$ cat config.mk
export PLATFORM = sky130hd
export DESIGN_NAME = telemetry_frame_receiver_flat
export DESIGN_NICKNAME = d
export VERILOG_FILES = /design/src/tfr_pkg.sv /design/src/tfr_if.sv /design/src/tfr_ctrl.sv /design/src/tfr_dpath.sv /design/src/telemetry_frame_receiver.sv /design/src/flat_wrapper.sv
export SDC_FILE = /design/constraint.sdc
export NUM_CORES = 1
export LEC_CHECK = 0
export BUFFER_PORTS_ARGS = -buffer_cell sky130_fd_sc_hd__buf_2
export CORE_UTILIZATION = 45
export CTS_BUF_LIST = sky130_fd_sc_hd__clkbuf_4
export DETAILED_ROUTE_END_ITERATION = 8
export MAX_ROUTING_LAYER = met4
export SYNTH_ARGS = -nofsm -noshare
export SYNTH_HDL_FRONTEND = slang
export SYNTH_SLANG_ARGS = --single-unit
$ cat constraint.sdc
create_clock -name clk_i -period 4.3 [get_ports clk_i]
set_input_delay 0.86 -clock clk_i [delete_from_list [all_inputs] [get_ports clk_i]]
set_output_delay 0.86 -clock clk_i [all_outputs]
set_load 0.01 [all_outputs]
$ cat src/tfr_pkg.sv
package tfr_pkg;

  localparam int unsigned BYTE_W    = 8;
  localparam int unsigned CFG_IDX_W = 1;

  // Configuration register indexes.
  localparam logic [CFG_IDX_W-1:0] CFG_SOF_BYTE   = 1'd0;
  localparam logic [CFG_IDX_W-1:0] CFG_CHK_OFFSET = 1'd1;

  // Register reset values.
  localparam logic [BYTE_W-1:0] SOF_BYTE_RST   = 8'd36;
  localparam logic [BYTE_W-1:0] CHK_OFFSET_RST = 8'd0;

  // Operation codes of an input beat.
  localparam logic OP_RX_BYTE = 1'b0;
  localparam logic OP_FETCH   = 1'b1;

  typedef enum logic [1:0] {
    PH_HUNT,
    PH_COLLECT,
    PH_HELD
  } tfr_phase_e;

  typedef enum logic [2:0] {
    ST_IDLE,
    ST_SUM_RD,
    ST_SUM_ACC,
    ST_STR_RD,
    ST_STR_EMIT
  } tfr_state_e;

  // Commands from the controller to the datapath.
  typedef struct packed {
    logic byte_op;     // process a received byte and post its result
    logic fetch_start; // back to hunt, clear counters and running sum
    logic rd_en;       // read the frame store at the sweep index
    logic acc;         // add read byte to the sum, or check it at the checksum slot
    logic emit;        // post one payload result and step the sweep index
  } tfr_cmd_t;

  // Status from the datapath to the controller.
  typedef struct packed {
    logic out_free;    // output register can take a result this cycle
    logic idx_is_chk;  // sweep index sits on the checksum slot
    logic idx_is_last; // sweep index sits on the last payload byte
  } tfr_sts_t;

endpackage

$ cat src/tfr_if.sv
interface tfr_in_if;
  logic                        valid;
  logic                        ready;
  logic                        operation;
  logic [tfr_pkg::BYTE_W-1:0]  rx_byte;

  modport source (output valid, output operation, output rx_byte, input ready);
  modport sink   (input valid, input operation, input rx_byte, output ready);
endinterface

interface tfr_out_if;
  logic                        valid;
  logic                        ready;
  logic [tfr_pkg::BYTE_W-1:0]  payload_byte;
  logic                        checksum_good;
  logic                        packet_ready;
  logic                        last_of_run;

  modport source (output valid, output payload_byte, output checksum_good,
                  output packet_ready, output last_of_run, input ready);
  modport sink   (input valid, input payload_byte, input checksum_good,
                  input packet_ready, input last_of_run, output ready);
endinterface

$ cat src/tfr_ctrl.sv
module tfr_ctrl (
  input  logic              clk_i,
  input  logic              rst_ni,
  input  logic              in_valid_i,
  input  logic              in_op_i,
  output logic              in_ready_o,
  input  tfr_pkg::tfr_sts_t sts_i,
  output tfr_pkg::tfr_cmd_t cmd_o
);

  tfr_pkg::tfr_state_e state_q, state_d;
  logic                accept;

  assign accept = in_valid_i && in_ready_o;

  always_ff @(posedge clk_i or negedge rst_ni) begin
    if (!rst_ni) begin
      state_q <= tfr_pkg::ST_IDLE;
    end else begin
      state_q <= state_d;
    end
  end

  // Next state.
  always_comb begin
    state_d = state_q;
    case (state_q)
      tfr_pkg::ST_IDLE: begin
        if (accept && (in_op_i == tfr_pkg::OP_FETCH)) begin
          state_d = tfr_pkg::ST_SUM_RD;
        end
      end
      tfr_pkg::ST_SUM_RD: begin
        state_d = tfr_pkg::ST_SUM_ACC;
      end
      tfr_pkg::ST_SUM_ACC: begin
        state_d = sts_i.idx_is_chk ? tfr_pkg::ST_STR_RD : tfr_pkg::ST_SUM_RD;
      end
      tfr_pkg::ST_STR_RD: begin
        state_d = tfr_pkg::ST_STR_EMIT;
      end
      tfr_pkg::ST_STR_EMIT: begin
        if (sts_i.out_free) begin
          state_d = sts_i.idx_is_last ? tfr_pkg::ST_IDLE : tfr_pkg::ST_STR_RD;
        end
      end
      default: begin
        state_d = tfr_pkg::ST_IDLE;
      end
    endcase
  end

  // Outputs.
  always_comb begin
    cmd_o      = '0;
    in_ready_o = 1'b0;
    case (state_q)
      tfr_pkg::ST_IDLE: begin
        in_ready_o = sts_i.out_free;
        if (accept) begin
          cmd_o.byte_op     = (in_op_i == tfr_pkg::OP_RX_BYTE);
          cmd_o.fetch_start = (in_op_i == tfr_pkg::OP_FETCH);
        end
      end
      tfr_pkg::ST_SUM_RD: begin
        cmd_o.rd_en = 1'b1;
      end
      tfr_pkg::ST_SUM_ACC: begin
        cmd_o.acc = 1'b1;
      end
      tfr_pkg::ST_STR_RD: begin
        cmd_o.rd_en = 1'b1;
      end
      tfr_pkg::ST_STR_EMIT: begin
        cmd_o.emit = sts_i.out_free;
      end
      default: begin
        cmd_o = '0;
      end
    endcase
  end

  a_ready_only_idle: assert property (@(posedge clk_i) disable iff (!rst_ni)
    (state_q != tfr_pkg::ST_IDLE) |-> !in_ready_o)
    else $error("input ready outside idle");

  a_acc_after_read: assert property (@(posedge clk_i) disable iff (!rst_ni)
    (state_q == tfr_pkg::ST_SUM_ACC) |-> ($past(state_q) == tfr_pkg::ST_SUM_RD))
    else $error("accumulate without a preceding store read");

  a_fetch_starts_sweep: assert property (@(posedge clk_i) disable iff (!rst_ni)
    cmd_o.fetch_start |=> (state_q == tfr_pkg::ST_SUM_RD))
    else $error("fetch did not start the checksum sweep");

endmodule

$ cat src/tfr_dpath.sv
module tfr_dpath #(
  parameter int unsigned PAYLOAD_BYTES = 20
) (
  input  logic                            clk_i,
  input  logic                            rst_ni,
  input  tfr_pkg::tfr_cmd_t               cmd_i,
  output tfr_pkg::tfr_sts_t               sts_o,
  input  logic [tfr_pkg::BYTE_W-1:0]      rx_byte_i,
  input  logic                            out_ready_i,
  output logic                            out_valid_o,
  output logic [tfr_pkg::BYTE_W-1:0]      payload_byte_o,
  output logic                            checksum_good_o,
  output logic                            packet_ready_o,
  output logic                            last_of_run_o,
  input  logic                            cfg_we_i,
  input  logic [tfr_pkg::CFG_IDX_W-1:0]   cfg_idx_i,
  input  logic [tfr_pkg::BYTE_W-1:0]      cfg_data_i
);

  localparam int unsigned FRAME = PAYLOAD_BYTES + 1;
  localparam int unsigned AW    = $clog2(FRAME);
  localparam int unsigned CW    = $clog2(FRAME + 1);

  logic [tfr_pkg::BYTE_W-1:0] sof_byte_q, chk_offset_q;

  tfr_pkg::tfr_phase_e phase_q, phase_d;
  logic [CW-1:0]       bc_q, bc_d;
  logic [AW-1:0]       idx_q;
  logic [tfr_pkg::BYTE_W-1:0] sum_q, sum_exp;
  logic                chk_good_q;

  logic [tfr_pkg::BYTE_W-1:0] mem [FRAME];
  logic [FRAME-1:0]           vld_q;
  logic                       mem_we;
  logic [tfr_pkg::BYTE_W-1:0] rd_data_q, rd_byte;
  logic                       rd_vld_q;

  logic                       out_valid_q, out_good_q, out_ready_q, out_last_q;
  logic [tfr_pkg::BYTE_W-1:0] out_data_q;
  logic                       out_load;

  // Configuration registers.
  always_ff @(posedge clk_i or negedge rst_ni) begin
    if (!rst_ni) begin
      sof_byte_q   <= tfr_pkg::SOF_BYTE_RST;
      chk_offset_q <= tfr_pkg::CHK_OFFSET_RST;
    end else if (cfg_we_i) begin
      case (cfg_idx_i)
        tfr_pkg::CFG_SOF_BYTE:   sof_byte_q   <= cfg_data_i;
        tfr_pkg::CFG_CHK_OFFSET: chk_offset_q <= cfg_data_i;
        default: begin
        end
      endcase
    end
  end

  // Framing: phase and byte counter, advanced by a received byte and cleared by a fetch.
  always_comb begin
    phase_d = phase_q;
    bc_d    = bc_q;
    mem_we  = 1'b0;
    if (cmd_i.fetch_start) begin
      phase_d = tfr_pkg::PH_HUNT;
      bc_d    = '0;
    end else if (cmd_i.byte_op) begin
      case (phase_q)
        tfr_pkg::PH_HUNT: begin
          if (rx_byte_i == sof_byte_q) begin
            phase_d = tfr_pkg::PH_COLLECT;
          end
        end
        tfr_pkg::PH_COLLECT: begin
          if (bc_q < CW'(FRAME)) begin
            mem_we = 1'b1;
            bc_d   = bc_q + CW'(1);
            if (bc_d == CW'(FRAME)) begin
              phase_d = tfr_pkg::PH_HELD;
              bc_d    = '0;
            end
          end else begin
            bc_d = '0;
          end
        end
        default: begin
        end
      endcase
    end
  end

  always_ff @(posedge clk_i or negedge rst_ni) begin
    if (!rst_ni) begin
      phase_q <= tfr_pkg::PH_HUNT;
      bc_q    <= '0;
      vld_q   <= '0;
    end else begin
      phase_q <= phase_d;
      bc_q    <= bc_d;
      if (mem_we) begin
        vld_q[bc_q[AW-1:0]] <= 1'b1;
      end
    end
  end

  // Frame store: one write port, one registered read port.
  always_ff @(posedge clk_i) begin
    if (mem_we) begin
      mem[bc_q[AW-1:0]] <= rx_byte_i;
    end
  end

  always_ff @(posedge clk_i) begin
    if (cmd_i.rd_en) begin
      rd_data_q <= mem[idx_q];
      rd_vld_q  <= vld_q[idx_q];
    end
  end

  // An entry never written reads as zero.
  assign rd_byte = rd_vld_q ? rd_data_q : '0;
  assign sum_exp = sum_q + chk_offset_q;

  // Sweep index, running sum and checksum verdict.
  always_ff @(posedge clk_i or negedge rst_ni) begin
    if (!rst_ni) begin
      idx_q      <= '0;
      sum_q      <= '0;
      chk_good_q <= 1'b0;
    end else if (cmd_i.fetch_start) begin
      idx_q <= '0;
      sum_q <= '0;
    end else if (cmd_i.acc) begin
      if (idx_q == AW'(PAYLOAD_BYTES)) begin
        chk_good_q <= (rd_byte == sum_exp);
        idx_q      <= '0;
      end else begin
        sum_q <= sum_q + rd_byte;
        idx_q <= idx_q + AW'(1);
      end
    end else if (cmd_i.emit) begin
      idx_q <= idx_q + AW'(1);
    end
  end

  // Output register.
  assign out_load = cmd_i.byte_op || cmd_i.emit;

  always_ff @(posedge clk_i or negedge rst_ni) begin
    if (!rst_ni) begin
      out_valid_q <= 1'b0;
    end else if (out_load) begin
      out_valid_q <= 1'b1;
    end else if (out_ready_i) begin
      out_valid_q <= 1'b0;
    end
  end

  always_ff @(posedge clk_i) begin
    if (cmd_i.byte_op) begin
      out_data_q  <= '0;
      out_good_q  <= 1'b0;
      out_ready_q <= (phase_d == tfr_pkg::PH_HELD);
      out_last_q  <= 1'b1;
    end else if (cmd_i.emit) begin
      out_data_q  <= chk_good_q ? rd_byte : '0;
      out_good_q  <= chk_good_q;
      out_ready_q <= 1'b0;
      out_last_q  <= sts_o.idx_is_last;
    end
  end

  assign out_valid_o     = out_valid_q;
  assign payload_byte_o  = out_data_q;
  assign checksum_good_o = out_good_q;
  assign packet_ready_o  = out_ready_q;
  assign last_of_run_o   = out_last_q;

  assign sts_o.out_free    = !out_valid_q || out_ready_i;
  assign sts_o.idx_is_chk  = (idx_q == AW'(PAYLOAD_BYTES));
  assign sts_o.idx_is_last = (idx_q == AW'(PAYLOAD_BYTES - 1));

  a_count_in_frame: assert property (@(posedge clk_i) disable iff (!rst_ni)
    bc_q < CW'(FRAME))
    else $error("byte counter ran past the frame");

  a_load_when_free: assert property (@(posedge clk_i) disable iff (!rst_ni)
    out_load |-> (!out_valid_q || out_ready_i))
    else $error("result posted over an untaken result");

  a_held_flag_single: assert property (@(posedge clk_i) disable iff (!rst_ni)
    (out_valid_q && out_ready_q) |-> (out_last_q && !out_good_q && (out_data_q == '0)))
    else $error("packet ready flag on a fetch result");

endmodule

$ cat src/telemetry_frame_receiver.sv
// Telemetry frame receiver. Input beats carry either a received serial byte
// (operation 0) or a fetch request (operation 1). While hunting, a byte equal
// to the start-of-frame register opens a frame; the next PAYLOAD_BYTES bytes
// and one checksum byte are then stored, after which the frame is held and
// further bytes are ignored until a fetch. Every received byte yields exactly
// one result beat with zero data, which reports in packet_ready whether a
// frame is held. A fetch checks that the checksum byte equals the 8-bit sum of
// the payload plus checksum_offset, then streams PAYLOAD_BYTES result beats
// carrying the payload (or zeros on a mismatch) with checksum_good, and
// last_of_run set on the final beat; the receiver then hunts again with its
// byte counter cleared. A fetch with no frame held works on the store as it
// stands, and store entries never written read as zero. A received byte leaves
// the sequencer idle. A fetch occupies the input, longer under output stall,
// for its acceptance, a checksum pass with a store read and an accumulate step
// for each store entry, and then a store read and an emit step per payload
// beat, because the frame store has a single registered read port that both
// passes share. No input beat is taken while a fetch runs.
// Configuration is written through cfg_we_i, cfg_idx_i and cfg_data_i and must
// only be changed while the block is idle.
module telemetry_frame_receiver #(
  parameter int unsigned PAYLOAD_BYTES = 20
) (
  input  logic                          clk_i,
  input  logic                          rst_ni,
  tfr_in_if.sink                        in_i,
  tfr_out_if.source                     out_o,
  input  logic                          cfg_we_i,
  input  logic [tfr_pkg::CFG_IDX_W-1:0] cfg_idx_i,
  input  logic [tfr_pkg::BYTE_W-1:0]    cfg_data_i
);

  // Command and status between the sequencer and the datapath.
  tfr_pkg::tfr_cmd_t cmd;
  tfr_pkg::tfr_sts_t sts;

  // The sequencer takes an input beat only while idle and with room in the
  // output register, and walks the checksum pass and the payload stream.
  tfr_ctrl u_ctrl (
    .clk_i      (clk_i),
    .rst_ni     (rst_ni),
    .in_valid_i (in_i.valid),
    .in_op_i    (in_i.operation),
    .in_ready_o (in_i.ready),
    .sts_i      (sts),
    .cmd_o      (cmd)
  );

  // The datapath holds the framing state, the frame store, the running sum
  // and the output register.
  tfr_dpath #(
    .PAYLOAD_BYTES (PAYLOAD_BYTES)
  ) u_dpath (
    .clk_i           (clk_i),
    .rst_ni          (rst_ni),
    .cmd_i           (cmd),
    .sts_o           (sts),
    .rx_byte_i       (in_i.rx_byte),
    .out_ready_i     (out_o.ready),
    .out_valid_o     (out_o.valid),
    .payload_byte_o  (out_o.payload_byte),
    .checksum_good_o (out_o.checksum_good),
    .packet_ready_o  (out_o.packet_ready),
    .last_of_run_o   (out_o.last_of_run),
    .cfg_we_i        (cfg_we_i),
    .cfg_idx_i       (cfg_idx_i),
    .cfg_data_i      (cfg_data_i)
  );

endmodule

$ cat src/flat_wrapper.sv
// flat-port wrapper written by rule: the top's interface ports become plain ports
module telemetry_frame_receiver_flat 
#(
  parameter int unsigned PAYLOAD_BYTES = 20
)
  (clk_i, rst_ni, cfg_we_i, cfg_idx_i, cfg_data_i, in_i_valid, in_i_operation, in_i_rx_byte, in_i_ready, out_o_valid, out_o_payload_byte, out_o_checksum_good, out_o_packet_ready, out_o_last_of_run, out_o_ready);
  tfr_in_if in_i_i ();
  tfr_out_if out_o_i ();
  input  logic clk_i;
  input  logic rst_ni;
  input  logic cfg_we_i;
  input  logic [tfr_pkg::CFG_IDX_W-1:0] cfg_idx_i;
  input  logic [tfr_pkg::BYTE_W-1:0] cfg_data_i;
  input wire logic [$bits(in_i_i.valid)-1:0] in_i_valid;
  input wire logic [$bits(in_i_i.operation)-1:0] in_i_operation;
  input wire logic [$bits(in_i_i.rx_byte)-1:0] in_i_rx_byte;
  output wire logic [$bits(in_i_i.ready)-1:0] in_i_ready;
  output wire logic [$bits(out_o_i.valid)-1:0] out_o_valid;
  output wire logic [$bits(out_o_i.payload_byte)-1:0] out_o_payload_byte;
  output wire logic [$bits(out_o_i.checksum_good)-1:0] out_o_checksum_good;
  output wire logic [$bits(out_o_i.packet_ready)-1:0] out_o_packet_ready;
  output wire logic [$bits(out_o_i.last_of_run)-1:0] out_o_last_of_run;
  input wire logic [$bits(out_o_i.ready)-1:0] out_o_ready;
  assign in_i_i.valid = in_i_valid;
  assign in_i_i.operation = in_i_operation;
  assign in_i_i.rx_byte = in_i_rx_byte;
  assign in_i_ready = in_i_i.ready;
  assign out_o_valid = out_o_i.valid;
  assign out_o_payload_byte = out_o_i.payload_byte;
  assign out_o_checksum_good = out_o_i.checksum_good;
  assign out_o_packet_ready = out_o_i.packet_ready;
  assign out_o_last_of_run = out_o_i.last_of_run;
  assign out_o_i.ready = out_o_ready;
  telemetry_frame_receiver #(.PAYLOAD_BYTES(PAYLOAD_BYTES)) u_core (.clk_i(clk_i), .rst_ni(rst_ni), .in_i(in_i_i), .out_o(out_o_i), .cfg_we_i(cfg_we_i), .cfg_idx_i(cfg_idx_i), .cfg_data_i(cfg_data_i));
endmodule
==> results.sh <==
export IMPL_cap_violations=0
export IMPL_io_buffers=35
export IMPL_drc=0
export IMPL_ys_ff_latch=250
export IMPL_wirelength_um=24200
export IMPL_peakVddDrop_uv=314
export IMPL_grt_pass1_vias=6516
export IMPL_slew_headroom=0.223
export IMPL_p_seq_frac=0.446
export IMPL_synth_area_per_cell_sq_um=15.9
export IMPL_swShare=0.299
export IMPL_grtUsageTotal=0.219
export IMPL_yosys_top_cells_area="edfxtp_1, dfrtp_1, mux4_2, ha_1, dfxtp_1"
export IMPL_post_route_util=0.527
export IMPL_htree_levels=3
export IMPL_synth_most_common_cell="edfxtp_1"
export IMPL_p_sw_uw=2000
export IMPL_synthCells=671
export IMPL_postCtsSetupBuffers=0
export IMPL_r2r_start="u_core.u_ctrl.state_q[1]$_DFFE_PN0P_"
export IMPL_worst_pin_slew_ns=1.17
export IMPL_dp_hpwl_um=16300
export IMPL_cp_end_kind="flop"
export IMPL_power_leakage_uw=0.00450
export IMPL_wl_per_cell_um=21.5
export IMPL_fp_dieW_um=156
export IMPL_die_h_um=156
export IMPL_cp_start_kind="flop"
export IMPL_clock_sinks=250
export IMPL_synth_distinct_cells=59
export IMPL_min_path_type="input port to async pin"
export IMPL_synth_edf_count=178
export IMPL_worstPathMaxFanout=9
export IMPL_cts_made_buffers=68
export IMPL_antenna_found_initial=1
export IMPL_synthTopCellsByCount="edfxtp_1, dfrtp_1, mux4_2, nand2_1, nor2_1"
export IMPL_fin_setup_tns_ns=0
export IMPL_async_flop_share=0.248
export IMPL_outcome="completed"
export IMPL_finalClockSkew_ns=0.0560
export IMPL_synth_ff_type="edfxtp_1"
export IMPL_synth_fp_nets=716
export IMPL_rsz0062_at_grt="no"
export IMPL_timing_fmax_mhz=351
export IMPL_num_vias=6154
export IMPL_layout_drive_gt1_share=0.310
export IMPL_combPwrFrac=0.230
export IMPL_internal_power_uw=4680
export IMPL_synth_warnings=0
export IMPL_hold_viol=0
export IMPL_powerDensity_nw_per_um2=553
export IMPL_seq_area_frac_synth=0.667
export IMPL_fin_crit_ns=2.85
export IMPL_reg2reg_depth=5
export IMPL_core_area_sq_um=22900
export IMPL_setup_viol=0
export IMPL_clockBufferDepth=3
export IMPL_io_pins=36
export IMPL_synthesis_area_sq_um=10700
export IMPL_grt_pass1_wl_um=37700
export IMPL_start_util=0.465
export IMPL_crit_arrival_ns=3.12
export IMPL_clk_pin_slew_ns=0.07
export IMPL_drtAntennaViolNets=0
export IMPL_drt_iter0_drc=429
export IMPL_r2r_end="u_core.u_dpath.mem[15][5]$_DFFE_PP_"
export IMPL_grt_overflow=0
export IMPL_nets=805
export IMPL_cp_required_ns=4.57
export IMPL_insertion_delay_ns=0.67
export IMPL_finalCritPeriodShare=0.663
export IMPL_fin_area_sq_um=12100
export IMPL_cts_tree="done"
export IMPL_cts_root_buffer="clkbuf_4"
export IMPL_dr_pass1_iters=4
export IMPL_clockPowerShare=0.324
export IMPL_rows=55
export IMPL_dieArea_sq_um=24300
export IMPL_rrSetupSlack_ns=1.45
export IMPL_drv_slew=0
export IMPL_avgViaCountPerCell=5.46
export IMPL_routabilityCongestion=0.872
export IMPL_dpl_cell_area_sq_um=11200
export IMPL_fillers=1906
export IMPL_yosys_area_top_type="edfxtp_1"
export IMPL_yosys_area_top_type_share=0.502
export IMPL_grt_max_degree=49
export IMPL_cts_resized=0
export IMPL_cts_hold_buf=0
export IMPL_critical_path_class="flop to flop"
export IMPL_syn_to_final_growth_pct=13.4
cell type report:
class	instances	area (sq um)	share of cell area
Sequential cell	250	7100	0.588
Multi-Input combinational cell	373	3340	0.276
Clock buffer	98	736	0.0609
Tap cell	313	392	0.0324
Timing Repair Buffer	46	270	0.0224
Clock inverter	25	161	0.0134
Inverter	21	78.8	0.00652
Antenna cell	1	2.50	0.000207
registers in the layout, indices dropped and copies added, names as in the netlist:
signal	cells
u_core.u_dpath.mem	168
u_core.u_dpath.vld_q	21
u_core.u_dpath.chk_offset_q	8
u_core.u_dpath.payload_byte_o	8
u_core.u_dpath.rd_data_q	8
u_core.u_dpath.sof_byte_q	8
u_core.u_dpath.sum_q	8
u_core.u_dpath.bc_q	5
u_core.u_dpath.idx_q	5
u_core.u_ctrl.state_q	3
u_core.u_dpath.phase_q	2
u_core.u_dpath.checksum_good_o	1
u_core.u_dpath.chk_good_q	1
u_core.u_dpath.last_of_run_o	1
u_core.u_dpath.out_valid_o	1
u_core.u_dpath.packet_ready_o	1
u_core.u_dpath.rd_vld_q	1
per-stage QoR:
step / worst slack (ns) / hold WS [ns] / std cells / power (uW)
after floorplan: 1.44 / 0.434 / 671 / 4130
after global placement: 1.10 / 0.435 / 1003 / 4550
after detailed placement: 0.909 / 0.445 / 1003 / 4580
after CTS: 1.45 / 0.218 / 1126 / 6760
after global routing: 1.24 / 0.224 / 1127 / 7040
final: 1.45 / 0.218 / 1127 / 6680
layer usage:
| layer | vias to the layer above | track usage | routed length (um) |
|---|---|---|---|
| li1 | 2784 | - | - |
| met1 | 3139 | 0.285 | 10800 |
| met2 | 192 | 0.346 | 11900 |
| met3 | 39 | 0.0475 | 1130 |
| met4 | 0 | 0.0663 | 444 |
| met5 | - | - | 0 |
worst max-delay path by stage:
stage / cells after the start / end / slack [ns] / startpoint
after floorplan: 7 / u_core.u_dpath.mem[13][0]$_DFFE_PP_ / 1.44 / out_o_ready
after global placement: 6 / u_core.u_dpath.mem[3][0]$_DFFE_PP_ / 1.10 / out_o_ready
after CTS: 5 / u_core.u_dpath.mem[20][5]$_DFFE_PP_ / 1.45 / u_core.u_ctrl.state_q[0]$_DFFE_PN0P_
after global routing: 5 / u_core.u_dpath.mem[15][7]$_DFFE_PP_ / 1.24 / u_core.u_ctrl.state_q[1]$_DFFE_PN0P_
final: 5 / u_core.u_dpath.mem[15][5]$_DFFE_PP_ / 1.45 / u_core.u_ctrl.state_q[1]$_DFFE_PN0P_
after detailed placement: 6 / u_core.u_dpath.mem[20][5]$_DFFE_PP_ / 0.91 / out_o_ready
cell usage in the layout (no fill, tap or decap), types with 3 or more instances in the layout:
cell / instances
o21ai_0: 31
buf_2: 35
mux4_2: 54
mux2_2: 16
or2_2: 21
nand2_1: 44
nand3_1: 12
nor3_1: 12
o21a_1: 5
nand2b_1: 4
a21o_1: 3
clkinvlp_4: 3
xnor2_1: 16
o2111ai_1: 3
edfxtp_1: 178
clkinv_2: 3
mux2i_1: 9
xor2_1: 11
a22o_1: 3
o31ai_1: 5
dfxtp_1: 10
nor2_1: 38
buf_4: 10
o21ai_1: 4
inv_1: 21
a21oi_1: 16
ha_1: 20
clkbuf_4: 98
dfrtp_1: 58
nor2b_1: 5
clkinv_1: 16
or3_1: 3
kinds of logic after synthesis:
group                    share of synthesized area
flip-flops                                   0.667
AND/OR/NAND/NOR                             0.0751
AO/OA/AOI/OAI                               0.0495
multiplexers                                 0.140
buffers and inverters                       0.0200
XOR/XNOR                                    0.0222
adder cells (fa/ha/maj)                     0.0273
critical path, stage by stage (launching register included):
cell     delay [ns]
dfrtp_1        0.47
nor2_2         0.18
and4b_1        0.32
and4b_1        0.44
nand2_1        0.35
nor2_1         0.70
power by group through the flow:
| stage | sequential (uW) | combinational, uW | clock [uW] |
|---|---|---|---|
| final | 2980 | 1530 | 2170 |
| after CTS | 2980 | 1560 | 2220 |
| after global placement | 3020 | 1520 | 0 |
| after floorplan | 2860 | 1280 | 0 |
| after global routing | 3010 | 1680 | 2350 |
| after detailed placement | 3030 | 1550 | 0 |
Power figures use the tool's default switching activity.
